<file path="src/sv/pmj_pkg.sv">
// shared types and constants for the polyline miter join block
// command and status structs between controller and datapath, fsm states, unit widths
// no dependencies
package pmj_pkg;

  localparam int SQ_IN_W = 50;  // radicand: squared length in q16
  localparam int ROOT_W  = 25;  // segment length in q8
  localparam int NUM_W   = 60;  // divider numerator
  localparam int DEN_W   = 44;  // divider denominator
  localparam int CRD_W   = 24;  // q8 vertex coordinate

  typedef enum logic [4:0] {
    S_IDLE, S_CHECK,
    S_SQ1, S_SQ2, S_SQ3, S_SQB_GO, S_SQB_W,
    S_PERP_M, S_PERP_D, S_PERP_W,
    S_CR1, S_CR2, S_CR3, S_CR4, S_CR5,
    S_SA, S_SQA_GO, S_SQA_W,
    S_MI1, S_MI2, S_MI3, S_MI4, S_MI5, S_MI6, S_MI_D, S_MI_W,
    S_EM_OM, S_EM_OP, S_EM_NM, S_EM_NP, S_UPD
  } state_t;

  typedef enum logic [3:0] {
    MS_BB_X, MS_BB_Y, MS_AA_X, MS_AA_Y, MS_H_B, MS_AX_BY, MS_AY_BX,
    MS_LA_B, MS_A_LB, MS_H_DHI, MS_H_DLO
  } mul_sel_t;

  typedef enum logic [2:0] {AC_HOLD, AC_LOAD, AC_ADD, AC_SUB, AC_HI} acc_op_t;

  typedef enum logic {DS_PROD, DS_ACC} div_src_t;

  typedef enum logic [2:0] {
    SV_NONE, SV_LB, SV_LA, SV_OFF, SV_MIT, SV_CROSS, SV_FIRST, SV_COMMIT
  } save_t;

  typedef enum logic [2:0] {EM_NONE, EM_OLD_M, EM_OLD_P, EM_NEW_M, EM_NEW_P} emit_t;

  typedef struct packed {
    mul_sel_t mul_sel;
    acc_op_t  acc_op;
    logic     sq_go;
    logic     div_go;
    div_src_t div_src;
    save_t    save;
    logic     axis;     // 0 works on x, 1 on y
    emit_t    emit;
  } cmd_t;

  typedef struct packed {
    logic cnt_zero;
    logic cnt_one;
    logic dup;
    logic full;
    logic cross_zero;
    logic sq_done;
    logic div_done;
    logic out_free;
  } stat_t;

endpackage

</file>
<file path="src/sv/pmj_ctrl.sv">
// controller: sequences the micro-steps of one point through the datapath
// depends on pmj_pkg
module pmj_ctrl import pmj_pkg::*; (
  input  logic  clk,
  input  logic  rst_n,
  input  logic  in_tvalid,
  output logic  in_tready,
  input  stat_t stat,
  output cmd_t  cmd
);

  state_t state_r, state_nxt;
  logic   axis_r, axis_nxt;

  always_ff @(posedge clk) begin
    if (!rst_n) begin
      state_r <= S_IDLE;
      axis_r  <= 1'b0;
    end else begin
      state_r <= state_nxt;
      axis_r  <= axis_nxt;
    end
  end

  always_comb begin
    state_nxt = state_r;
    axis_nxt  = axis_r;
    unique case (state_r)
      S_IDLE:   if (in_tvalid) state_nxt = S_CHECK;
      S_CHECK: begin
        priority if (stat.dup || stat.full) state_nxt = S_IDLE;
        else if (stat.cnt_zero)             state_nxt = S_EM_NM;
        else                                state_nxt = S_SQ1;
      end
      S_SQ1:    state_nxt = S_SQ2;
      S_SQ2:    state_nxt = S_SQ3;
      S_SQ3:    state_nxt = S_SQB_GO;
      S_SQB_GO: state_nxt = S_SQB_W;
      S_SQB_W:  if (stat.sq_done) state_nxt = S_PERP_M;
      S_PERP_M: state_nxt = S_PERP_D;
      S_PERP_D: state_nxt = S_PERP_W;
      S_PERP_W: begin
        if (stat.div_done) begin
          if (!axis_r) begin
            axis_nxt  = 1'b1;
            state_nxt = S_PERP_M;
          end else begin
            axis_nxt  = 1'b0;
            state_nxt = stat.cnt_one ? S_EM_OM : S_CR1;
          end
        end
      end
      S_CR1:    state_nxt = S_CR2;
      S_CR2:    state_nxt = S_CR3;
      S_CR3:    state_nxt = S_CR4;
      S_CR4:    state_nxt = S_CR5;
      S_CR5:    state_nxt = stat.cross_zero ? S_EM_NM : S_SA;
      S_SA:     state_nxt = S_SQA_GO;
      S_SQA_GO: state_nxt = S_SQA_W;
      S_SQA_W:  if (stat.sq_done) state_nxt = S_MI1;
      S_MI1:    state_nxt = S_MI2;
      S_MI2:    state_nxt = S_MI3;
      S_MI3:    state_nxt = S_MI4;
      S_MI4:    state_nxt = S_MI5;
      S_MI5:    state_nxt = S_MI6;
      S_MI6:    state_nxt = S_MI_D;
      S_MI_D:   state_nxt = S_MI_W;
      S_MI_W: begin
        if (stat.div_done) begin
          if (!axis_r) begin
            axis_nxt  = 1'b1;
            state_nxt = S_MI1;
          end else begin
            axis_nxt  = 1'b0;
            state_nxt = S_EM_OM;
          end
        end
      end
      S_EM_OM:  if (stat.out_free) state_nxt = S_EM_OP;
      S_EM_OP:  if (stat.out_free) state_nxt = S_EM_NM;
      S_EM_NM:  if (stat.out_free) state_nxt = S_EM_NP;
      S_EM_NP:  if (stat.out_free) state_nxt = S_UPD;
      S_UPD:    state_nxt = S_IDLE;
      default:  state_nxt = S_IDLE;
    endcase
  end

  always_comb begin
    cmd      = '0;
    cmd.axis = axis_r;
    in_tready = (state_r == S_IDLE);
    unique case (state_r)
      S_IDLE:   ;
      S_CHECK:  if (stat.cnt_zero) cmd.save = SV_FIRST;
      S_SQ1:    cmd.mul_sel = MS_BB_X;
      S_SQ2:    begin cmd.mul_sel = MS_BB_Y; cmd.acc_op = AC_LOAD; end
      S_SQ3:    cmd.acc_op = AC_ADD;
      S_SQB_GO: cmd.sq_go = 1'b1;
      S_SQB_W:  if (stat.sq_done) cmd.save = SV_LB;
      S_PERP_M: cmd.mul_sel = MS_H_B;
      S_PERP_D: begin cmd.div_go = 1'b1; cmd.div_src = DS_PROD; end
      S_PERP_W: if (stat.div_done) cmd.save = SV_OFF;
      S_CR1:    cmd.mul_sel = MS_AX_BY;
      S_CR2:    begin cmd.mul_sel = MS_AY_BX; cmd.acc_op = AC_LOAD; end
      S_CR3:    cmd.acc_op = AC_SUB;
      S_CR4:    begin cmd.save = SV_CROSS; cmd.mul_sel = MS_AA_X; end
      S_CR5:    begin cmd.mul_sel = MS_AA_Y; cmd.acc_op = AC_LOAD; end
      S_SA:     cmd.acc_op = AC_ADD;
      S_SQA_GO: cmd.sq_go = 1'b1;
      S_SQA_W:  if (stat.sq_done) cmd.save = SV_LA;
      S_MI1:    cmd.mul_sel = MS_LA_B;
      S_MI2:    begin cmd.mul_sel = MS_A_LB; cmd.acc_op = AC_LOAD; end
      S_MI3:    cmd.acc_op = AC_SUB;
      S_MI4:    cmd.mul_sel = MS_H_DHI;
      S_MI5:    begin cmd.mul_sel = MS_H_DLO; cmd.acc_op = AC_HI; end
      S_MI6:    cmd.acc_op = AC_ADD;
      S_MI_D:   begin cmd.div_go = 1'b1; cmd.div_src = DS_ACC; end
      S_MI_W:   if (stat.div_done) cmd.save = SV_MIT;
      S_EM_OM:  if (stat.out_free) cmd.emit = EM_OLD_M;
      S_EM_OP:  if (stat.out_free) cmd.emit = EM_OLD_P;
      S_EM_NM:  if (stat.out_free) cmd.emit = EM_NEW_M;
      S_EM_NP:  if (stat.out_free) cmd.emit = EM_NEW_P;
      S_UPD:    cmd.save = SV_COMMIT;
      default:  ;
    endcase
  end

endmodule

</file>
<file path="config.mk">
export PLATFORM = sky130hd
export DESIGN_NAME = pmj_ctrl
export DESIGN_NICKNAME = d
export VERILOG_FILES = /design/src/sv/pmj_pkg.sv /design/src/sv/pmj_ctrl.sv
export SDC_FILE = /design/constraint.sdc
export NUM_CORES = 1
export LEC_CHECK = 0
export BUFFER_PORTS_ARGS = -buffer_cell sky130_fd_sc_hd__clkbuf_2
export CORE_ASPECT_RATIO = 1.2
export CORE_UTILIZATION = 40
export DETAILED_ROUTE_END_ITERATION = 8
export PLACE_DENSITY_LB_ADDON = 0.25
export SETUP_SLACK_MARGIN = 0.05
export SKIP_LAST_GASP = 1
export SYNTH_ARGS = -nofsm -noshare
export SYNTH_HDL_FRONTEND = slang
export SYNTH_SLANG_ARGS = --single-unit
</file>
<file path="constraint.sdc">
create_clock -name clk -period 2.1 [get_ports clk]
set_input_delay 0.315 -clock clk [delete_from_list [all_inputs] [get_ports clk]]
set_output_delay 0.315 -clock clk [all_outputs]
set_load 0.01 [all_outputs]
</file>
---- Word level (Yosys, flattened, before mapping) ----
Index checks and enable logic that the tools add are counted.
storage, ports and cells
  bits in registers ....................... 6
  input bits .............................. 11
  output and inout port bits .............. 18
  logic and storage cells ................. 82
operators by class
  equal/unequal tests ..................... 39
  mux-type cells .......................... 32
  reduce and logical (&&, ||, !) cells .... 9
operator list
  kind                                                                   count
  5-bit one-hot mux with 30 select lines                                 1
  5-bit equality test, second input constant                             15
  5-bit 2-to-1 mux                                                       14
  5-bit by 4-bit equality test with 1-bit output, second input constant  8
  4-bit one-hot mux with 10 select lines                                 1
  3-bit one-hot mux with 4 select lines                                  2
  3-bit one-hot mux with 7 select lines                                  1
  5-bit by 3-bit equality test with 1-bit output, second input constant  4
  2-bit inequality test, second input constant                           9
  5-bit by 2-bit equality test with 1-bit output, second input constant  2
  3-bit 2-to-1 mux                                                       3
  9-bit AND reduction                                                    1
  2-bit 2-to-1 mux                                                       4
  2-bit OR reduction                                                     3
  5-bit by 1-bit equality test with 1-bit output, second input constant  1
  5-bit zero test                                                        1
  1-bit 2-to-1 mux                                                       4
  4-bit 2-to-1 mux                                                       1
  2-bit one-hot mux with 2 select lines                                  1
  4-bit OR reduction                                                     1
  3-bit OR reduction                                                     1
  2-bit AND reduction                                                    1
  1-bit logical OR                                                       1

---- Depth between registers and ports, before layout ----
Gate-level depths: netlist (run 1).
  depth in word-level cells ............... 4
  depth in mapped cells ................... 6
  gate-level depth less buffers ........... 4

---- Least setup slack after synthesis (run 1) ----
No wires, ideal clock.
  path kind ............................... register to output
  start point ............................. register state_r[4]
  end point ............................... output port cmd[6] (netlist bit)
  data arrival time ....................... 1.586 ns
  data required time ...................... 1.785 ns
  setup slack ............................. 0.199 ns
  stages on the path, launching flop included .. 7
  path buffers ............................ 3
  path through ............................ dfxtp_1 -> buf_2 -> buf_1 -> buf_1 -> mux2i_1 -> a2bb2oi_1 -> o21ai_0
RTL lines
  element                   RTL line        text
  start: declaration        pmj_ctrl.sv:12  state_t state_r, state_nxt;
  start signal: assignment  pmj_ctrl.sv:20  state_r <= state_nxt;
  end: declaration          pmj_ctrl.sv:9   output cmd_t cmd

==> results of run 1 <==
## timing repair
action | 4_1_cts | 5_1_grt
setup buffers | 0 | 0
gates resized for setup | 1 | 5
endpoints found under the setup margin | 2 | 6
## layout by cell type (no fill, tap or decap), types with 3 or more instances in the layout
| cell type | instances |
|---|---|
| clkbuf_2 | 28 |
| nor2_1 | 17 |
| nand2_1 | 11 |
| a21oi_1 | 9 |
| o21ai_0 | 8 |
| nor3_1 | 8 |
| buf_4 | 8 |
| o22ai_1 | 6 |
| o21a_1 | 6 |
| nand2b_1 | 4 |
| nand3_1 | 4 |
| or3_1 | 4 |
| inv_1 | 3 |
| and2_1 | 3 |
| and3_1 | 3 |
| nor2b_1 | 3 |
| a32o_1 | 3 |
| dfxtp_1 | 3 |
| clkbuf_4 | 3 |
| dfxtp_2 | 3 |
## layer usage
layer | vias up | wire length, um | global-route usage
met1 | 574 | 1270 | 0.309
met5 | - | 0 | 0
met4 | 0 | 51 | 0.0980
met2 | 45 | 1600 | 0.383
met3 | 8 | 143 | 0.0325
li1 | 607 | - | -
## how the worst min path moves through the flow
stage / to / cells past startpoint
after detailed placement: axis_r / 2
after CTS: state_r[3] / 3
after floorplan: axis_r / 2
final: state_r[3] / 3
after global placement: axis_r / 2
after global routing: state_r[3] / 3
## registers in the layout, indices dropped and copies added (netlist names)
register / cells
state_r: 5
axis_r: 1
## cell type report
type | instances | area share
timing repair buffer | 37 | 0.184
sequential | 6 | 0.103
multi-input combinational | 123 | 0.653
clock buffer | 3 | 0.0188
inverter | 3 | 0.00938
tap | 31 | 0.0323
## cells by family after synthesis
group | after synthesis | share of synthesized area
AO/OA/AOI/OAI | 51 | 0.378
XOR/XNOR | 2 | 0.0179
buffers and inverters | 20 | 0.0906
flip-flops | 6 | 0.122
multiplexers | 1 | 0.0102
AND/OR/NAND/NOR | 69 | 0.381
## stage by stage
step,instance area (um^2),hold slack [ps],worst slack [ps],std cells,util
2_1_floorplan,981,511,199,149,-
3_3_place_gp,1160,614,291,200,0.504
3_5_place_dp,1160,618,258,200,0.504
4_1_cts,1190,427,57.7,203,0.514
5_1_grt,1200,447,64.9,203,0.520
6_report,1200,434,161,203,0.520
## worst reg2reg max path, delay by kind of cell (launching register included)
family           cells  cell delay (ps)
AO/OA/AOI/OAI        2              580
flip-flops           1              340
AND/OR/NAND/NOR      2              750
## power by group through the flow
stage / combinational (W) / sequential [W] / clock [W]
after global routing: 0.000371 / 0.000154 / 0.000112
after global placement: 0.000327 / 0.000150 / 0
after detailed placement: 0.000333 / 0.000151 / 0
after floorplan: 0.000252 / 0.000131 / 0
final: 0.000341 / 0.000152 / 0.000102
after CTS: 0.000334 / 0.000150 / 0.000108
==> metrics.md, run 1 <==
| Metric | Value |
|---|---|
| Flop pwr share | 0.256 |
| Number of synthesis warnings | 0 |
| Vias in the first global route | 1045 |
| Slew @ Worst Pin | 398 ps |
| Largest area contributor in the netlist | dfxtp_1 |
| Syn Nets | 160 |
| Crit Path Max Fanout | 13 |
| # diodes | 0 |
| Asr flop ratio synth | 0 |
| Io pins | 29 |
| Core area | 2310 um^2 |
| Largest net degree at the start of global routing | 17 |
| RSZ-0062 raised after global routing | no |
| Setup Skew | 2.16 ps |
| Critical path endpoint category | output port |
| Final Setup Violations | 0 |
| FP Rows | 19 |
| Max Fclk | 0.516 GHz |
| HP Start | rst_n |
| Status | complete, no violations |
| Pleak | 0.491 nW |
| Cells after Synth | 149 |
| Final net count | 185 |
| EDFF count, synth | 0 |
| Fill count | 250 |
| Max Cap Viol | 0 |
| Startpoint types | flop |
| Syn_area_per_cell | 6.58 um^2 |
| Top cells by count, synth | nor2_1, nand2_1, a21oi_1, clkbuf_1 |
| CP peak stage delay | 400 ps |
| Cell count along the critical path | 6 |
| Yosys reg bits | 6 |
| Crit path time final | 1940 ps |
| Initial antenna violation count | 0 |
| CTS Sinks | 6 |
| Slowest cell on the critical path | dfxtp_1 |
| Vias post-DR | 1234 |
| Int Power | 0.000345 W |
| Max clock buf depth | 2 |
| Final GP Congestion | 0.917 |
| Largest cells by area after synthesis | dfxtp_1, nor2_1, a21oi_1 |
| Number of port buffers | 28 |
| Initial Util | 0.425 |
| First DRT Iteration DRCs | 56 |
| VDD IR max | 0.000427 V |
| Critical Path Sink | cmd[10] |
| Die Width | 47.2 um |
| Area growth syn-to-layout | 22.3% |
| Logic pwr share | 0.572 |
| CP delay by family, top | flip-flops |
| Setup tns final | 0 ps |
| Total Routing Usage GR | 0.239 |
| Clock share of power | 0.172 |
| Post-DP HPWL | 2320 um |
| R2R cell count | 4 |
| Critical path origin | state_r[4] |
| Root Buffer | clkbuf_4 |
| Max Slew Vio Count | 0 |
| Drt pass-1 iters | 4 |
| FF/Latch Area | 124 um^2 |
| CTS HTree Levels | 1 |
| Clock Latency Late Sink | 240 ps |
| Height of the chip | 56.2 um |
| Multi-input gate area | 783 um^2 |
| Per-cell routed wire length | 15.1 um |
| Area of the die | 2660 um^2 |
| CTS tree | yes |
| Power Total | 0.000595 W |
| WS Path Type | reg2out |
| Sw frac | 0.421 |
| Synth top area share | 0.122 |
| Vias per cell | 6.08 |
| Tcrit/Tclk final | 0.923 |
| Routed WL | 3070 um |
| Total grt overflow | 0 |
| Post-synth top flop | dfxtp_1 |
| Relative slew slack | 0.731 |
| Final hold violations | 0 |
| Distinct cell type count after synthesis | 48 |
| Hold buffers post-CTS | 0 |
| Critical-path cell list | buf_4 > nand2b_2 > o21a_1 > nor3_1 > a41o_1 > clkbuf_2 |
| First-pass GRT wire length | 4700 um |
| PD cells | 496 nW/um^2 |
| Reg2reg start | state_r[2] |
| Proportion of layout cells with a drive suffix above 1 | 0.285 |
| Post-Syn Area | 981 um^2 |
| Worst-path clk slew | 40 ps |
| CTS Buf Count | 3 |
| CP arrival | 1620 ps |
| DRC violations left | 0 |
| R2r endpoint | state_r[2] |
| Sequential-to-total area share from yosys stat | 0.122 |
| Most numerous cell in the Yosys netlist | nor2_1 |
| Worst EP required | 1780 ps |
| Post-route ant nets | 0 |
| Hold Path Class | in2reg |
| R2R setup slack | 320 ps |
| Buf/Inv on CP | 2 |
| Psw | 0.000250 W |
Power figures use the tool's default switching activity.
==> run 2, diff against run 1 <==
==> constraint.sdc (replaced) <==
create_clock -name clk -period 2.1 [get_ports clk]
set_input_delay 0.315 -clock clk [delete_from_list [all_inputs] [get_ports clk]]
set_output_delay 0.315 -clock clk [all_outputs]
set_load 0.1 [all_outputs]
==> run 2 against run 1 <==
Effect of this change:
- clock power up 8%
- first-iteration DRC count up 36%
- flip-flop and latch count unchanged
- clock skew up 3.2 ps
- global-route usage up 4.6 points
- critical path depth unchanged
- critical path type unchanged
- largest cell class unchanged
==> metrics.md, run 2 (synthesized netlist as in run 1, its figures left out) <==
| Metric | Value |
|---|---|
| Number of port buffers | 28 (unchanged) |
| Slew @ Worst Pin | 546 ps (+148 ps) |
| CTS Buf Count | 3 (unchanged) |
| Die Width | 47.2 um (unchanged) |
| Max FFs per register | 5 (unchanged) |
| DRC violations left | 0 (unchanged) |
| Commonest non-fill, non-tap cells in the layout | buf_4, buf_12, nor2_1 |
| Placed cell areas | 1590 um^2 (+37%) |
| CP arrival | 1750 ps (+130 ps) |
| Routed WL | 3490 um (+14%) |
| Fin cells | 214 (+5.4%) |
| Relative slew slack | 0.631 (-0.100) |
| Max clock buf depth | 2 (unchanged) |
| RSZ-0062 raised after global routing | yes |
| Post-route ant nets | 0 (unchanged) |
| Largest Register | state_r |
| Core area | 2310 um^2 (unchanged) |
| PD cells | 523 nW/um^2 (+5.5%) |
| FP Rows | 19 (unchanged) |
| Power Total | 0.000893 W (+50%) |
| Final Setup Violations | 0 (unchanged) |
| Crit path time final | 2070 ps (+128 ps) |
| Setup tns final | 0 ps (unchanged) |
| HP Start | rst_n |
| # diodes | 0 (unchanged) |
| Total grt overflow | 0 (unchanged) |
| R2R cell count | 6 (+2) |
| R2R setup slack | 130 ps (-190 ps) |
| Final instance area | 1710 um^2 (+42%) |
| Drt pass-1 iters | 4 (unchanged) |
| WS Path Type | reg2out |
| Max Slew Vio Count | 0 (unchanged) |
| Worst-path clk slew | 40 ps (about the same) |
| Io pins | 29 (unchanged) |
| Tcrit/Tclk final | 0.984 (+0.0609) |
| R2r endpoint | state_r[2] |
| Most common cell after layout, fill and taps aside | buf_4 |
| Final hold violations | 0 (unchanged) |
| Total Routing Usage GR | 0.285 (+0.0461) |
| Vias per cell | 6.22 (+2.3%) |
| Crit Path Max Fanout | 16 (+3) |
| Inst Count DP | 206 (+3.0%) |
| Critical path origin | state_r[2] |
| CTS Sinks | 6 (unchanged) |
| Initial Util | 0.425 (unchanged) |
| Hold buffers post-CTS | 0 (unchanged) |
| Root Buffer | clkbuf_4 |
| Largest registers | state_r x5, axis_r x1 |
| Max Fclk | 0.484 GHz (-6.2%) |
| Height of the chip | 56.2 um (unchanged) |
| Clock Latency Late Sink | 250 ps (about the same) |
| Startpoint types | flop |
| Fill count | 175 (-30%) |
| Final GP Congestion | 0.969 (+5.6%) |
| Vias post-DR | 1331 (+7.9%) |
| Reg2reg start | state_r[2] |
| Per-cell routed wire length | 16.3 um (+7.9%) |
| Area of the die | 2660 um^2 (unchanged) |
| Worst EP required | 1780 ps (about the same) |
| Worst hold endpoint | axis_r |
| Largest net degree at the start of global routing | 21 (+4) |
| Pleak | 0.624 nW (+27%) |
| Hold Path Class | in2reg |
| Initial antenna violation count | 0 (unchanged) |
| First DRT Iteration DRCs | 76 (+36%) |
| First-pass GRT wire length | 5510 um (+17%) |
| VDD IR max | 0.000621 V (+45%) |
| Setup Skew | 5.38 ps (+3.22 ps) |
| Area growth syn-to-layout | 74.1% |
| Vias in the first global route | 1208 (+16%) |
| CTS tree | yes |
| Post-DP HPWL | 2580 um (+11%) |
| Final net count | 196 (+5.9%) |
| Max Cap Viol | 0 (unchanged) |
| Utilization after layout | 0.741 (+0.220) |
| Hold path depth | 2 (-1) |
| Proportion of layout cells with a drive suffix above 1 | 0.448 (+0.163) |
| FF/Latch Area | 133 um^2 (+7.1%) |
| Critical path endpoint category | output port |
| CTS HTree Levels | 1 (unchanged) |
| Multi-input gate area | 945 um^2 (+21%) |
| Status | complete, no violations |
-- run 2: worst max path at each step --
stage | end | slack, ps | cells past startpoint
floorplan | cmd[5] | -480 | 4
global placement | cmd[5] | 250 | 5
detailed placement | cmd[5] | 240 | 5
CTS | cmd[5] | 40 | 5
global route | cmd[5] | -7 | 6
finish | cmd[5] | 30 | 6
-- run 2: cell type report --
type	count	area share
Timing Repair Buffer	48	0.327
Sequential cell	6	0.0777
Clock buffer	3	0.0132
Multi-Input combinational cell	123	0.553
Inverter	3	0.00659
Tap cell	31	0.0227
-- run 2: critical path: stages, from the launching register on --
cell	delay (ps)
dfxtp_1	420
buf_6	220
nand2_1	190
nor2_1	170
o21ai_2	90
o211ai_1	140
clkbuf_16	260
-- run 2: what timing repair did --
| action | 4_1_cts | 5_1_grt |
|---|---|---|
| resized for setup | 2 | 14 |
| pin swaps | 0 | 5 |
| buffers inserted | 1 | 4 |
| setup endpoints to repair | 3 | 7 |
-- run 2: metrics by stage --
| step | setup slack [ps] | hold slack (ps) |
|---|---|---|
| CTS | 37.5 | 400 |
| global placement | 245 | 548 |
| floorplan | -484 | 511 |
| finish | 33.0 | 404 |
| detailed placement | 242 | 559 |
| global route | -6.56 | 415 |
-- run 2: layer usage --
layer  GRT usage  up-vias  part of all wire
li1            -      626                 -
met1       0.354      609              0.37
met2       0.452       79              0.52
met3      0.0552       17             0.066
met4       0.135        0             0.035
met5           0        -                 0
-- run 2: where the power goes --
part	internal [W]	switching [W]	total, W
Sequential	0.000125	0.0000208	0.000145
Combinational	0.000252	0.000386	0.000638
Clock	0.0000648	0.0000447	0.000110
Total	0.000442	0.000452	0.000893
