### src/sv/pmj_pkg.sv
// shared types and constants for the polyline miter join block
// command and status structs between controller and datapath, fsm states, unit widths
// no dependencies
package pmj_pkg;

  localparam int SQ_IN_W = 50;  // radicand: squared length in q16
  localparam int ROOT_W  = 25;  // segment length in q8
  localparam int NUM_W   = 60;  // divider numerator
  localparam int DEN_W   = 44;  // divider denominator
  localparam int CRD_W   = 24;  // q8 vertex coordinate

  typedef enum logic [4:0] {
    S_IDLE, S_CHECK,
    S_SQ1, S_SQ2, S_SQ3, S_SQB_GO, S_SQB_W,
    S_PERP_M, S_PERP_D, S_PERP_W,
    S_CR1, S_CR2, S_CR3, S_CR4, S_CR5,
    S_SA, S_SQA_GO, S_SQA_W,
    S_MI1, S_MI2, S_MI3, S_MI4, S_MI5, S_MI6, S_MI_D, S_MI_W,
    S_EM_OM, S_EM_OP, S_EM_NM, S_EM_NP, S_UPD
  } state_t;

  typedef enum logic [3:0] {
    MS_BB_X, MS_BB_Y, MS_AA_X, MS_AA_Y, MS_H_B, MS_AX_BY, MS_AY_BX,
    MS_LA_B, MS_A_LB, MS_H_DHI, MS_H_DLO
  } mul_sel_t;

  typedef enum logic [2:0] {AC_HOLD, AC_LOAD, AC_ADD, AC_SUB, AC_HI} acc_op_t;

  typedef enum logic {DS_PROD, DS_ACC} div_src_t;

  typedef enum logic [2:0] {
    SV_NONE, SV_LB, SV_LA, SV_OFF, SV_MIT, SV_CROSS, SV_FIRST, SV_COMMIT
  } save_t;

  typedef enum logic [2:0] {EM_NONE, EM_OLD_M, EM_OLD_P, EM_NEW_M, EM_NEW_P} emit_t;

  typedef struct packed {
    mul_sel_t mul_sel;
    acc_op_t  acc_op;
    logic     sq_go;
    logic     div_go;
    div_src_t div_src;
    save_t    save;
    logic     axis;     // 0 works on x, 1 on y
    emit_t    emit;
  } cmd_t;

  typedef struct packed {
    logic cnt_zero;
    logic cnt_one;
    logic dup;
    logic full;
    logic cross_zero;
    logic sq_done;
    logic div_done;
    logic out_free;
  } stat_t;

endpackage

### src/sv/pmj_sqrt.sv
// iterative integer square root, one result bit per cycle
// depends on pmj_pkg
module pmj_sqrt import pmj_pkg::*; (
  input  logic              clk,
  input  logic              rst_n,
  input  logic              go,
  input  logic [SQ_IN_W-1:0] din,
  output logic              done,
  output logic [ROOT_W-1:0] root
);

  logic               run_r;
  logic [4:0]         cnt_r;
  logic [SQ_IN_W-1:0] v_r, res_r, bit_r;
  logic [SQ_IN_W-1:0] trial;

  assign trial = res_r + bit_r;
  assign done  = run_r && (cnt_r == '0);
  assign root  = res_r[ROOT_W-1:0];

  always_ff @(posedge clk) begin
    if (!rst_n) begin
      run_r <= 1'b0;
      cnt_r <= '0;
    end else if (go) begin
      run_r <= 1'b1;
      cnt_r <= 5'(ROOT_W);
    end else if (run_r) begin
      if (cnt_r == '0) run_r <= 1'b0;
      else             cnt_r <= cnt_r - 5'd1;
    end
  end

  always_ff @(posedge clk) begin
    if (go) begin
      v_r   <= din;
      res_r <= '0;
      bit_r <= SQ_IN_W'(1) << (2 * (ROOT_W - 1));
    end else if (run_r && cnt_r != '0) begin
      if (v_r >= trial) begin
        v_r   <= v_r - trial;
        res_r <= (res_r >> 1) + bit_r;
      end else begin
        res_r <= res_r >> 1;
      end
      bit_r <= bit_r >> 2;
    end
  end

endmodule

### src/sv/pmj_div.sv
// iterative signed divider, rounds to nearest with ties away from zero,
// saturates the quotient to 24 bits; depends on pmj_pkg
module pmj_div import pmj_pkg::*; (
  input  logic                    clk,
  input  logic                    rst_n,
  input  logic                    go,
  input  logic signed [NUM_W-1:0] num,
  input  logic signed [DEN_W-1:0] den,
  output logic                    done,
  output logic signed [CRD_W-1:0] quo
);

  localparam int RW = DEN_W + CRD_W;  // room for den shifted by 24

  logic             run_r, prep_r, neg_r;
  logic [4:0]       cnt_r;
  logic [NUM_W-1:0] n_r;
  logic [DEN_W-1:0] d_r;
  logic [RW-1:0]    rem_r, dsh_r;
  logic [CRD_W:0]   q_r;
  logic             sat;

  assign done = run_r && (cnt_r == '0);
  assign sat  = q_r[CRD_W] | q_r[CRD_W-1];

  always_comb begin
    priority if (neg_r && sat) quo = {1'b1, {(CRD_W-1){1'b0}}};
    else if (sat)              quo = {1'b0, {(CRD_W-1){1'b1}}};
    else if (neg_r)            quo = -$signed(q_r[CRD_W-1:0]);
    else                       quo = $signed(q_r[CRD_W-1:0]);
  end

  always_ff @(posedge clk) begin
    if (!rst_n) begin
      run_r  <= 1'b0;
      prep_r <= 1'b0;
      cnt_r  <= '0;
    end else if (go) begin
      prep_r <= 1'b1;
    end else if (prep_r) begin
      prep_r <= 1'b0;
      run_r  <= 1'b1;
      cnt_r  <= 5'(CRD_W + 1);
    end else if (run_r) begin
      if (cnt_r == '0) run_r <= 1'b0;
      else             cnt_r <= cnt_r - 5'd1;
    end
  end

  always_ff @(posedge clk) begin
    if (go) begin
      n_r   <= num[NUM_W-1] ? NUM_W'(-num) : NUM_W'(num);
      d_r   <= den[DEN_W-1] ? DEN_W'(-den) : DEN_W'(den);
      neg_r <= num[NUM_W-1] ^ den[DEN_W-1];
    end else if (prep_r) begin
      rem_r <= RW'(n_r) + RW'(d_r >> 1);
      dsh_r <= RW'(d_r) << CRD_W;
      q_r   <= '0;
    end else if (run_r && cnt_r != '0) begin
      if (rem_r >= dsh_r) begin
        rem_r <= rem_r - dsh_r;
        q_r   <= {q_r[CRD_W-1:0], 1'b1};
      end else begin
        q_r   <= {q_r[CRD_W-1:0], 1'b0};
      end
      dsh_r <= dsh_r >> 1;
    end
  end

endmodule

### src/sv/pmj_dp.sv
// datapath: point state, shared multiplier and accumulator, sqrt and divider units,
// vertex assembly and output register; depends on pmj_pkg, pmj_sqrt, pmj_div
module pmj_dp import pmj_pkg::*; #(
  parameter int MAX_POINTS = 4096
) (
  input  logic               clk,
  input  logic               rst_n,
  input  logic               cfg_wr_en,
  input  logic [11:0]        cfg_wr_data,
  input  logic               in_take,
  input  logic signed [15:0] in_x,
  input  logic signed [15:0] in_y,
  input  logic               in_new,
  input  cmd_t               cmd,
  output stat_t              stat,
  input  logic               out_tready,
  output logic               out_tvalid,
  output logic [63:0]        out_tdata,
  output logic               out_tlast
);

  localparam int CW = $clog2(MAX_POINTS + 1);

  logic [11:0]             thick_r;
  logic [CW-1:0]           cnt_r;
  logic signed [15:0]      px_r, py_r, nx_r, ny_r;
  logic signed [16:0]      ax_r, ay_r, bx, by;
  logic signed [15:0]      h;
  logic signed [25:0]      ma;
  logic signed [22:0]      mb;
  logic signed [48:0]      prod_nxt;
  logic signed [47:0]      prod_r;
  logic signed [NUM_W-1:0] acc_r, p8;
  logic signed [34:0]      cross_r;
  logic [ROOT_W-1:0]       la_r, lb_r, sq_root;
  logic signed [CRD_W-1:0] ox_r, oy_r, mx_r, my_r, div_q;
  logic signed [NUM_W-1:0] div_num;
  logic signed [DEN_W-1:0] div_den;
  logic                    sq_done, div_done;
  logic                    out_vld_r, out_last_r;
  logic [63:0]             out_data_r;

  assign h  = {1'b0, thick_r, 3'b000};
  assign bx = {px_r[15], px_r} - {nx_r[15], nx_r};
  assign by = {py_r[15], py_r} - {ny_r[15], ny_r};

  assign stat.cnt_zero   = (cnt_r == '0);
  assign stat.cnt_one    = (cnt_r == CW'(1));
  assign stat.full       = (cnt_r == CW'(MAX_POINTS));
  assign stat.dup        = (cnt_r != '0) && (px_r == nx_r) && (py_r == ny_r);
  assign stat.cross_zero = (cross_r == '0);
  assign stat.sq_done    = sq_done;
  assign stat.div_done   = div_done;
  assign stat.out_free   = !out_vld_r || out_tready;

  // multiplier operand selection
  always_comb begin
    ma = '0;
    mb = '0;
    unique case (cmd.mul_sel)
      MS_BB_X:  begin ma = 26'(bx);   mb = 23'(bx); end
      MS_BB_Y:  begin ma = 26'(by);   mb = 23'(by); end
      MS_AA_X:  begin ma = 26'(ax_r); mb = 23'(ax_r); end
      MS_AA_Y:  begin ma = 26'(ay_r); mb = 23'(ay_r); end
      MS_H_B:   begin ma = 26'(h);    mb = cmd.axis ? 23'(bx) : 23'(by); end
      MS_AX_BY: begin ma = 26'(ax_r); mb = 23'(by); end
      MS_AY_BX: begin ma = 26'(ay_r); mb = 23'(bx); end
      MS_LA_B:  begin ma = $signed({1'b0, la_r}); mb = cmd.axis ? 23'(by) : 23'(bx); end
      MS_A_LB:  begin ma = $signed({1'b0, lb_r}); mb = cmd.axis ? 23'(ay_r) : 23'(ax_r); end
      MS_H_DHI: begin ma = 26'($signed(acc_r[43:22])); mb = 23'(h); end
      MS_H_DLO: begin ma = 26'(h); mb = $signed({1'b0, acc_r[21:0]}); end
      default:  begin ma = '0; mb = '0; end
    endcase
  end

  assign prod_nxt = ma * mb;
  assign p8       = NUM_W'(prod_r) <<< 8;

  // divider operands: perpendicular offset or miter
  always_comb begin
    unique case (cmd.div_src)
      DS_PROD: begin
        div_num = cmd.axis ? p8 : -p8;
        div_den = DEN_W'($signed({1'b0, lb_r}));
      end
      DS_ACC: begin
        div_num = acc_r;
        div_den = DEN_W'(cross_r) <<< 8;
      end
      default: begin
        div_num = acc_r;
        div_den = DEN_W'(cross_r) <<< 8;
      end
    endcase
  end

  pmj_sqrt u_sqrt (
    .clk   (clk),
    .rst_n (rst_n),
    .go    (cmd.sq_go),
    .din   ({acc_r[33:0], 16'b0}),
    .done  (sq_done),
    .root  (sq_root)
  );

  pmj_div u_div (
    .clk   (clk),
    .rst_n (rst_n),
    .go    (cmd.div_go),
    .num   (div_num),
    .den   (div_den),
    .done  (div_done),
    .quo   (div_q)
  );

  // control state: config register and point count
  always_ff @(posedge clk) begin
    if (!rst_n) begin
      thick_r <= 12'd16;
      cnt_r   <= '0;
    end else begin
      if (cfg_wr_en) thick_r <= cfg_wr_data;
      if (in_take && in_new)          cnt_r <= '0;
      else if (cmd.save == SV_COMMIT) cnt_r <= cnt_r + CW'(1);
    end
  end

  // arithmetic registers
  always_ff @(posedge clk) begin
    prod_r <= prod_nxt[47:0];
    unique case (cmd.acc_op)
      AC_HOLD: acc_r <= acc_r;
      AC_LOAD: acc_r <= NUM_W'(prod_r);
      AC_ADD:  acc_r <= acc_r + NUM_W'(prod_r);
      AC_SUB:  acc_r <= acc_r - NUM_W'(prod_r);
      AC_HI:   acc_r <= NUM_W'(prod_r) <<< 22;
      default: acc_r <= acc_r;
    endcase
    if (in_take) begin
      px_r <= in_x;
      py_r <= in_y;
    end
    unique case (cmd.save)
      SV_NONE:  ;
      SV_LB:    lb_r <= sq_root;
      SV_LA:    la_r <= sq_root;
      SV_OFF:   if (cmd.axis) oy_r <= div_q; else ox_r <= div_q;
      SV_MIT:   if (cmd.axis) my_r <= div_q; else mx_r <= div_q;
      SV_CROSS: cross_r <= acc_r[34:0];
      SV_FIRST: begin
        ox_r <= '0;
        oy_r <= CRD_W'(h);
      end
      SV_COMMIT: begin
        nx_r <= px_r;
        ny_r <= py_r;
        ax_r <= stat.cnt_zero ? '0 : bx;
        ay_r <= stat.cnt_zero ? '0 : by;
      end
      default: ;
    endcase
  end

  // vertex assembly
  logic                    em_old, em_plus;
  logic signed [15:0]      vpx, vpy;
  logic signed [CRD_W-1:0] vox, voy;
  logic signed [CRD_W:0]   sx, sy;
  logic [12:0]             slot_new, slot;
  logic [CRD_W-1:0]        vx, vy;

  assign em_old   = (cmd.emit == EM_OLD_M) || (cmd.emit == EM_OLD_P);
  assign em_plus  = (cmd.emit == EM_OLD_P) || (cmd.emit == EM_NEW_P);
  assign vpx      = em_old ? nx_r : px_r;
  assign vpy      = em_old ? ny_r : py_r;
  assign vox      = (em_old && !stat.cnt_one) ? mx_r : ox_r;
  assign voy      = (em_old && !stat.cnt_one) ? my_r : oy_r;
  assign sx       = em_plus ? $signed({vpx[15], vpx, 8'b0}) + (CRD_W+1)'(vox)
                            : $signed({vpx[15], vpx, 8'b0}) - (CRD_W+1)'(vox);
  assign sy       = em_plus ? $signed({vpy[15], vpy, 8'b0}) + (CRD_W+1)'(voy)
                            : $signed({vpy[15], vpy, 8'b0}) - (CRD_W+1)'(voy);
  assign vx       = (sx[CRD_W] != sx[CRD_W-1]) ? {sx[CRD_W], {(CRD_W-1){!sx[CRD_W]}}}
                                                 : sx[CRD_W-1:0];
  assign vy       = (sy[CRD_W] != sy[CRD_W-1]) ? {sy[CRD_W], {(CRD_W-1){!sy[CRD_W]}}}
                                                 : sy[CRD_W-1:0];
  assign slot_new = 13'({cnt_r, 1'b0});
  assign slot     = em_old ? (slot_new - 13'd2) : slot_new;

  // output register
  always_ff @(posedge clk) begin
    if (!rst_n) begin
      out_vld_r <= 1'b0;
    end else if (cmd.emit != EM_NONE) begin
      out_vld_r <= 1'b1;
    end else if (out_tready) begin
      out_vld_r <= 1'b0;
    end
  end

  always_ff @(posedge clk) begin
    if (cmd.emit != EM_NONE) begin
      out_data_r <= {3'b000, vy, vx, slot[12:1], em_plus};
      out_last_r <= (cmd.emit == EM_NEW_P);
    end
  end

  assign out_tvalid = out_vld_r;
  assign out_tdata  = out_data_r;
  assign out_tlast  = out_last_r;

endmodule

### config.mk
export PLATFORM = sky130hd
export DESIGN_NAME = pmj_dp
export DESIGN_NICKNAME = d
export VERILOG_FILES = /design/src/sv/pmj_pkg.sv /design/src/sv/pmj_sqrt.sv /design/src/sv/pmj_div.sv /design/src/sv/pmj_dp.sv
export SDC_FILE = /design/constraint.sdc
export NUM_CORES = 2
export LEC_CHECK = 0
export ABC_AREA = 1
export BUFFER_PORTS_ARGS = -buffer_cell sky130_fd_sc_hd__buf_4
export CAP_MARGIN = 20
export CORE_MARGIN = 5
export CORE_UTILIZATION = 49
export DETAILED_ROUTE_END_ITERATION = 16
export PLACE_DENSITY = 0.76
export SLEW_MARGIN = 10
export SYNTH_ARGS = -nofsm -noshare
export SYNTH_HDL_FRONTEND = slang
export SYNTH_HIERARCHICAL = 1
export SYNTH_SLANG_ARGS = --single-unit
### constraint.sdc
create_clock -name clk -period 20.2 [get_ports clk]
set_input_delay 1.01 -clock clk [delete_from_list [all_inputs] [get_ports clk]]
set_output_delay 1.01 -clock clk [all_outputs]
set_load 0.03 [all_outputs]
Word-level counts from Yosys, hierarchy flattened
Index checks and enable logic that the tools add are counted.
Widths: inputs -> output; s select.
- register bits: 879
- word-level logic and storage cells: 209
- output and inout port bits: 74
- $add $sub $neg: 21
- magnitude comparators: 2
- $mul: 1
- reductions and logical operators: 52
- bitwise operators: 7
- eq/ne operators: 34
- mux-type cells: 53
- operators by type and width (cell ; count):
    $mux 68 ; 5
    $pmux 60 s4 ; 1
    $mux 24 ; 9
    $pmux 26 s8 ; 1
    $pmux 23 s9 ; 1
    $mux 50 ; 4
    $pmux 60 s2 ; 1
    $pmux 24 s2 ; 2
    $pmux 44 s2 ; 1
    $mux 25 ; 3
    $mux 23 ; 3
    $ge 68x68->1 ; 1
    $sub 68x68->68 ; 1
    $add 60x43->61 ; 1
    $add 60x48->60 ; 1
    $mux 60 ; 1
    $neg 56->60 ; 1
    $neg 60->60 ; 1
    $sub 60x48->60 ; 1
    $mux 59 ; 1
    $add 24x24->25 ; 2
    $add 49x49->50 ; 1
    $add 50x49->50 ; 1
    $ge 50x50->1 ; 1
    45 further kinds ; 125

Logic depth before layout (Yosys ltp)
- depth in word-level cells: 8
- mapped depth: 44
- depth with buffers taken out: 43

Modules after synthesis
Netlist, hierarchy kept.
- modules (own cells, without submodules) (module ; area each (µm²) ; cells each ; seq. area each (µm²) ; times used):
    pmj_dp ; 54200.7 ; 6849 ; 13523.0 ; 1
    pmj_div ; 24652.4 ; 3820 ; 8127.8 ; 1
    pmj_sqrt ; 15666.3 ; 2722 ; 3123.0 ; 1

Worst setup path after synthesis
OpenSTA, ideal clock, no wires.
- path kind: input-to-reg
- from: in cmd[15] (netlist name)
- to: reg prod_r[47]
- library setup time: 112 ps
- required time: 20088 ps
- arrival time: 8278 ps
- stages: 31
- path slack: 11810 ps
- path through: nor2_1 inv_1 nor2_1 a31oi_1 nand2_1 inv_1 buf_2 o221ai_2 nand2_1 inv_1 fa_1 fa_1 fa_1 fa_1 inv_1 fa_1 inv_1 fa_1 inv_1 fa_1 inv_1 ha_1 nand2_1 nor2_1 inv_1 nor4_1 nand3_1 nand3_1 inv_1 nand2_1 nand2_1
- longest elaborated chain between the ends: 4
- elaborated cells between the ends (all ways): 19
- classes of those cells: 1 x mul; 10 x eq/ne; 2 x mux; 6 x reduce/logical
- RTL lines (element ; line ; source):
    from (decl) ; pmj_dp.sv:14 ; input cmd_t cmd,
    $eq 4x3->1 (tied with other cells) ; pmj_dp.sv:60 ; unique case (cmd.mul_sel)
    $reduce_or 2->1 (no source line) ; - ;
    $pmux 23 s9 or $pmux 26 s8 (tied branches) ; pmj_dp.sv:60 ;
    $mul 26x23->48 * ; pmj_dp.sv:76 ; assign prod_nxt = ma * mb;
    via prod_nxt[47] ; pmj_dp.sv:31 ; logic signed [48:0] prod_nxt;
    to (signal assigned) ; pmj_dp.sv:130 ; prod_r <= prod_nxt[47:0];
    to (decl) ; pmj_dp.sv:32 ; logic signed [47:0] prod_r;
Mark *: on every way through the listed nets, which the timed path passes. The rest lies on a longest branch.
A chain may end at the register's enable or synchronous reset.

Final worst setup path
- from: in cmd[14] (netlist name)
- to: reg prod_r[45]
Same word-level chain as after synthesis.

==> flow_summary.ini <==
[sta]
hold_viol = 0
fin_crit_ns = 10.34
grt_setup_unrepaired = no
fin_skew_ns = 0.0837
min_period_over_period_pct = 51.2
relSlewSlack_pct = 19.6
drv_slew = 0
tightestPinTransition_ns = 1.19
fin_tns_setup_ns = 0
setup_viol = 0
fmax_ghz = 0.0967

[power_and_ir_drop]
power.switching_mw = 9.99
combPwrFrac_pct = 73.4
power_density_nw_per_um2 = 178
switching_share_pct = 55.2
p_seq_share_pct = 15.8
p_int_mw = 8.09
ir_drop_uv = 355
clkPwrFrac_pct = 10.9
power_leakage_nw = 50.1

[logic_synthesis]
ys_seq_area_share_pct = 26.2
ys_ff_latch = 879
synth_top_family_by_area = simple AND/OR/NAND/NOR gates
synthAdderAreaFrac_pct = 20.1
synth-edff-count = 717
avgSynthCellArea_um2 = 7.06
synth-compound-area-share_pct = 10.2
syn_area_um2 = 94500
synth_ff_type = edfxtp_1
synth-xor-area-share_pct = 3.42
syn_inst = 13400
synth-simple-area-share_pct = 27.8
async_reset_ff_share_pct = 0
synth_warnings = 6
synth.area.mux_share_pct = 0.0106
yosysUniqueCellTypes = 74

[setup_path]
cp-start-kind = input port
timing.rr.start = px_r[0]
critPathTopFamily = adder cells
slowest_delay_ns = 0.97
crit_buf_inv = 9
arrival_ns = 11.01
path_class = input port to flip-flop
r2r_slack_ns = 9.90
crit_fanout = 27
cp.required_ns = 20.86
slowest_stage = o221ai_1
reg2regPathDepth = 39
worstSetupEndpointType = flip-flop
r2r-end = prod_r[45]

[route]
drtIter0Drc = 10100
drc = 0
drt_pass1_iterations = 8
drt-total-wl_mm = 352
ant_nets = 0
num_vias = 89400
via_per_inst = 5.58
wl_per_cell_um = 22.0

[place]
port_buffers = 137
dp_hpwl_mm = 287
gp_congestion = 1.07

[clocking]
cts_max_path_buffers = 3
ctsResizeCount = 0
cts_buffers = 105
root_buffer = clkbuf_16
h-tree-depth = 3
clkTransAtPathRegs_ns = 0.06
holdBufCountCts = 0
cts_tree = done
cts_setup_buffers = 0
clock_latency_ns = 0.78
cts.sinks = 879

[global_route]
grt_pass1_wl_mm = 523
grt_max_degree = 93
track_usage_pct = 33.8
grt_pass1_vias = 84700
overflow = 0
antenna_found_initial = 11

[floorplanning]
pin_count = 141
dieArea_um2 = 202000
fp.dieW_um = 449
rows = 161
coreArea_um2 = 192000
start_util_pct = 49.2
dieHeight_um = 449

[job]
max_cap_violations = 0

[finish]
final_cell_mix = 3,814 x nand2_1, 2,600 x inv_1, 1,163 x nor2_1
nNetsFinal = 14600
area_growth_pct = 7.26
fin_util_pct = 52.8
final_common_cell = nand2_1
drive_above_1_share_pct = 4.69

[min_path]
min_to = py_r[14]
hold_path_class = input port to flip-flop
hold_depth = 1
hp-start = in_y[14]

[outcome]
status = finished clean
## stage by stage
step           power (mW)  cell area [µm²]  cells  hold WS (ns)  worst slack [ns]
4_1_cts              18.0           101000  16000         0.349              9.98
5_1_grt              19.8           101000  16000         0.381              9.28
6_report             18.1           101000  16000         0.402              9.86
3_5_place_dp         15.9            97800  15800         0.452              9.50
3_3_place_gp         15.9            97800  15800         0.447              9.44
2_1_floorplan        12.2            94600  13400         0.426             11.81
## metal layers
| metal | up-vias | wire length [µm] | part of all wire, % | track usage [%] |
|---|---|---|---|---|
| met5 | - | 21 | 0.0060 | 0 |
| met1 | 42100 | 143000 | 41 | 45.2 |
| li1 | 42200 | - | - | - |
| met3 | 822 | 34000 | 9.7 | 6.61 |
| met2 | 4310 | 155000 | 44 | 52.7 |
| met4 | 4 | 20200 | 5.8 | 16.5 |
## flip-flops by register name, summed over array words and instances, names as in the netlist, 17 cells and up
signal        cells
u_div/dsh_r      68
lb_r             25
u_div/n_r        60
u_div/d_r        44
ax_r             17
prod_r           48
mx_r             24
u_sqrt/bit_r     25
u_div/rem_r      68
acc_r            60
u_div/q_r        25
u_sqrt/v_r       50
cross_r          35
la_r             25
oy_r             24
ay_r             17
ox_r             24
u_sqrt/res_r     50
my_r             24
out_tdata        61
## layout make-up
type,instances,area (µm²)
inverters,2642,9920
flip-flops and latches,879,24800
clock buffers,124,2760
repair buffers,227,1700
fillers,19100,90800
diodes,5,12.5
multi-input cells,9540,58300
well taps,2526,3160
clock inverters,76,762
## cells by family (layout without fill, tap and decap cells)
kind of cell / Yosys count / count (layout)
simple gates: 6292 / 6292
buf+inv: 2990 / 3069
compound gates: 1720 / 1720
fa+ha+maj: 1139 / 1139
flops: 879 / 879
xor+xnor: 369 / 369
other cells: 1 / 24
mux: 1 / 1
## power groups by stage
stage                     Clock, mW  Sequential, mW  Combinational (mW)
after floorplan                   0            2.75                9.44
after global placement            0            2.87                13.0
after detailed placement          0            2.87                13.1
after CTS                      1.99            2.84                13.1
after global routing           2.06            2.86                14.9
final                          1.97            2.85                13.3
## worst max-delay path by stage
stage / startpoint / end / slack [ns] / cells after the start
4_1_cts: px_r[0] / prod_r[45] / 9.98 / 39
3_3_place_gp: cmd[14] / prod_r[45] / 9.44 / 33
6_report: cmd[14] / prod_r[45] / 9.86 / 35
5_1_grt: px_r[0] / prod_r[45] / 9.28 / 39
3_5_place_dp: cmd[14] / prod_r[45] / 9.50 / 34
2_1_floorplan: cmd[15] / prod_r[47] / 11.81 / 31
## synthesized netlist by cell type, types with 14 or more instances
| library cell | number | area share (%) |
|---|---|---|
| inv_2 | 25 | 0.099 |
| nand2_1 | 3818 | 15 |
| a31oi_1 | 26 | 0.17 |
| and2_1 | 14 | 0.093 |
| o21ai_0 | 704 | 3.7 |
| nand2_2 | 36 | 0.24 |
| clkbuf_1 | 169 | 0.67 |
| nand3b_1 | 56 | 0.44 |
| buf_1 | 25 | 0.099 |
| o21bai_1 | 62 | 0.49 |
| dfxtp_1 | 162 | 3.4 |
| nand4_1 | 138 | 0.91 |
| xnor2_1 | 84 | 0.78 |
| buf_2 | 100 | 0.53 |
| a21oi_1 | 597 | 3.2 |
| nand3_1 | 705 | 3.7 |
| ha_1 | 511 | 6.8 |
| nor2_4 | 21 | 0.25 |
| a221oi_1 | 29 | 0.27 |
| buf_4 | 36 | 0.29 |
| nor3_1 | 164 | 0.87 |
| nor2_2 | 26 | 0.17 |
| o21ai_1 | 30 | 0.16 |
| or2_2 | 31 | 0.21 |
| edfxtp_1 | 717 | 23 |
| o31ai_1 | 23 | 0.18 |
| a21o_1 | 24 | 0.19 |
| fa_1 | 628 | 13 |
| nor2_1 | 1166 | 4.6 |
| o211ai_1 | 51 | 0.41 |
| a21boi_0 | 17 | 0.14 |
| inv_1 | 2604 | 10 |
| buf_6 | 16 | 0.19 |
| o221ai_1 | 20 | 0.19 |
| xor2_1 | 285 | 2.6 |
| nand3_2 | 20 | 0.21 |
| o21a_1 | 18 | 0.14 |
| o22ai_1 | 61 | 0.40 |
| nor4_1 | 50 | 0.33 |
(Power assumes the default switching activity.)
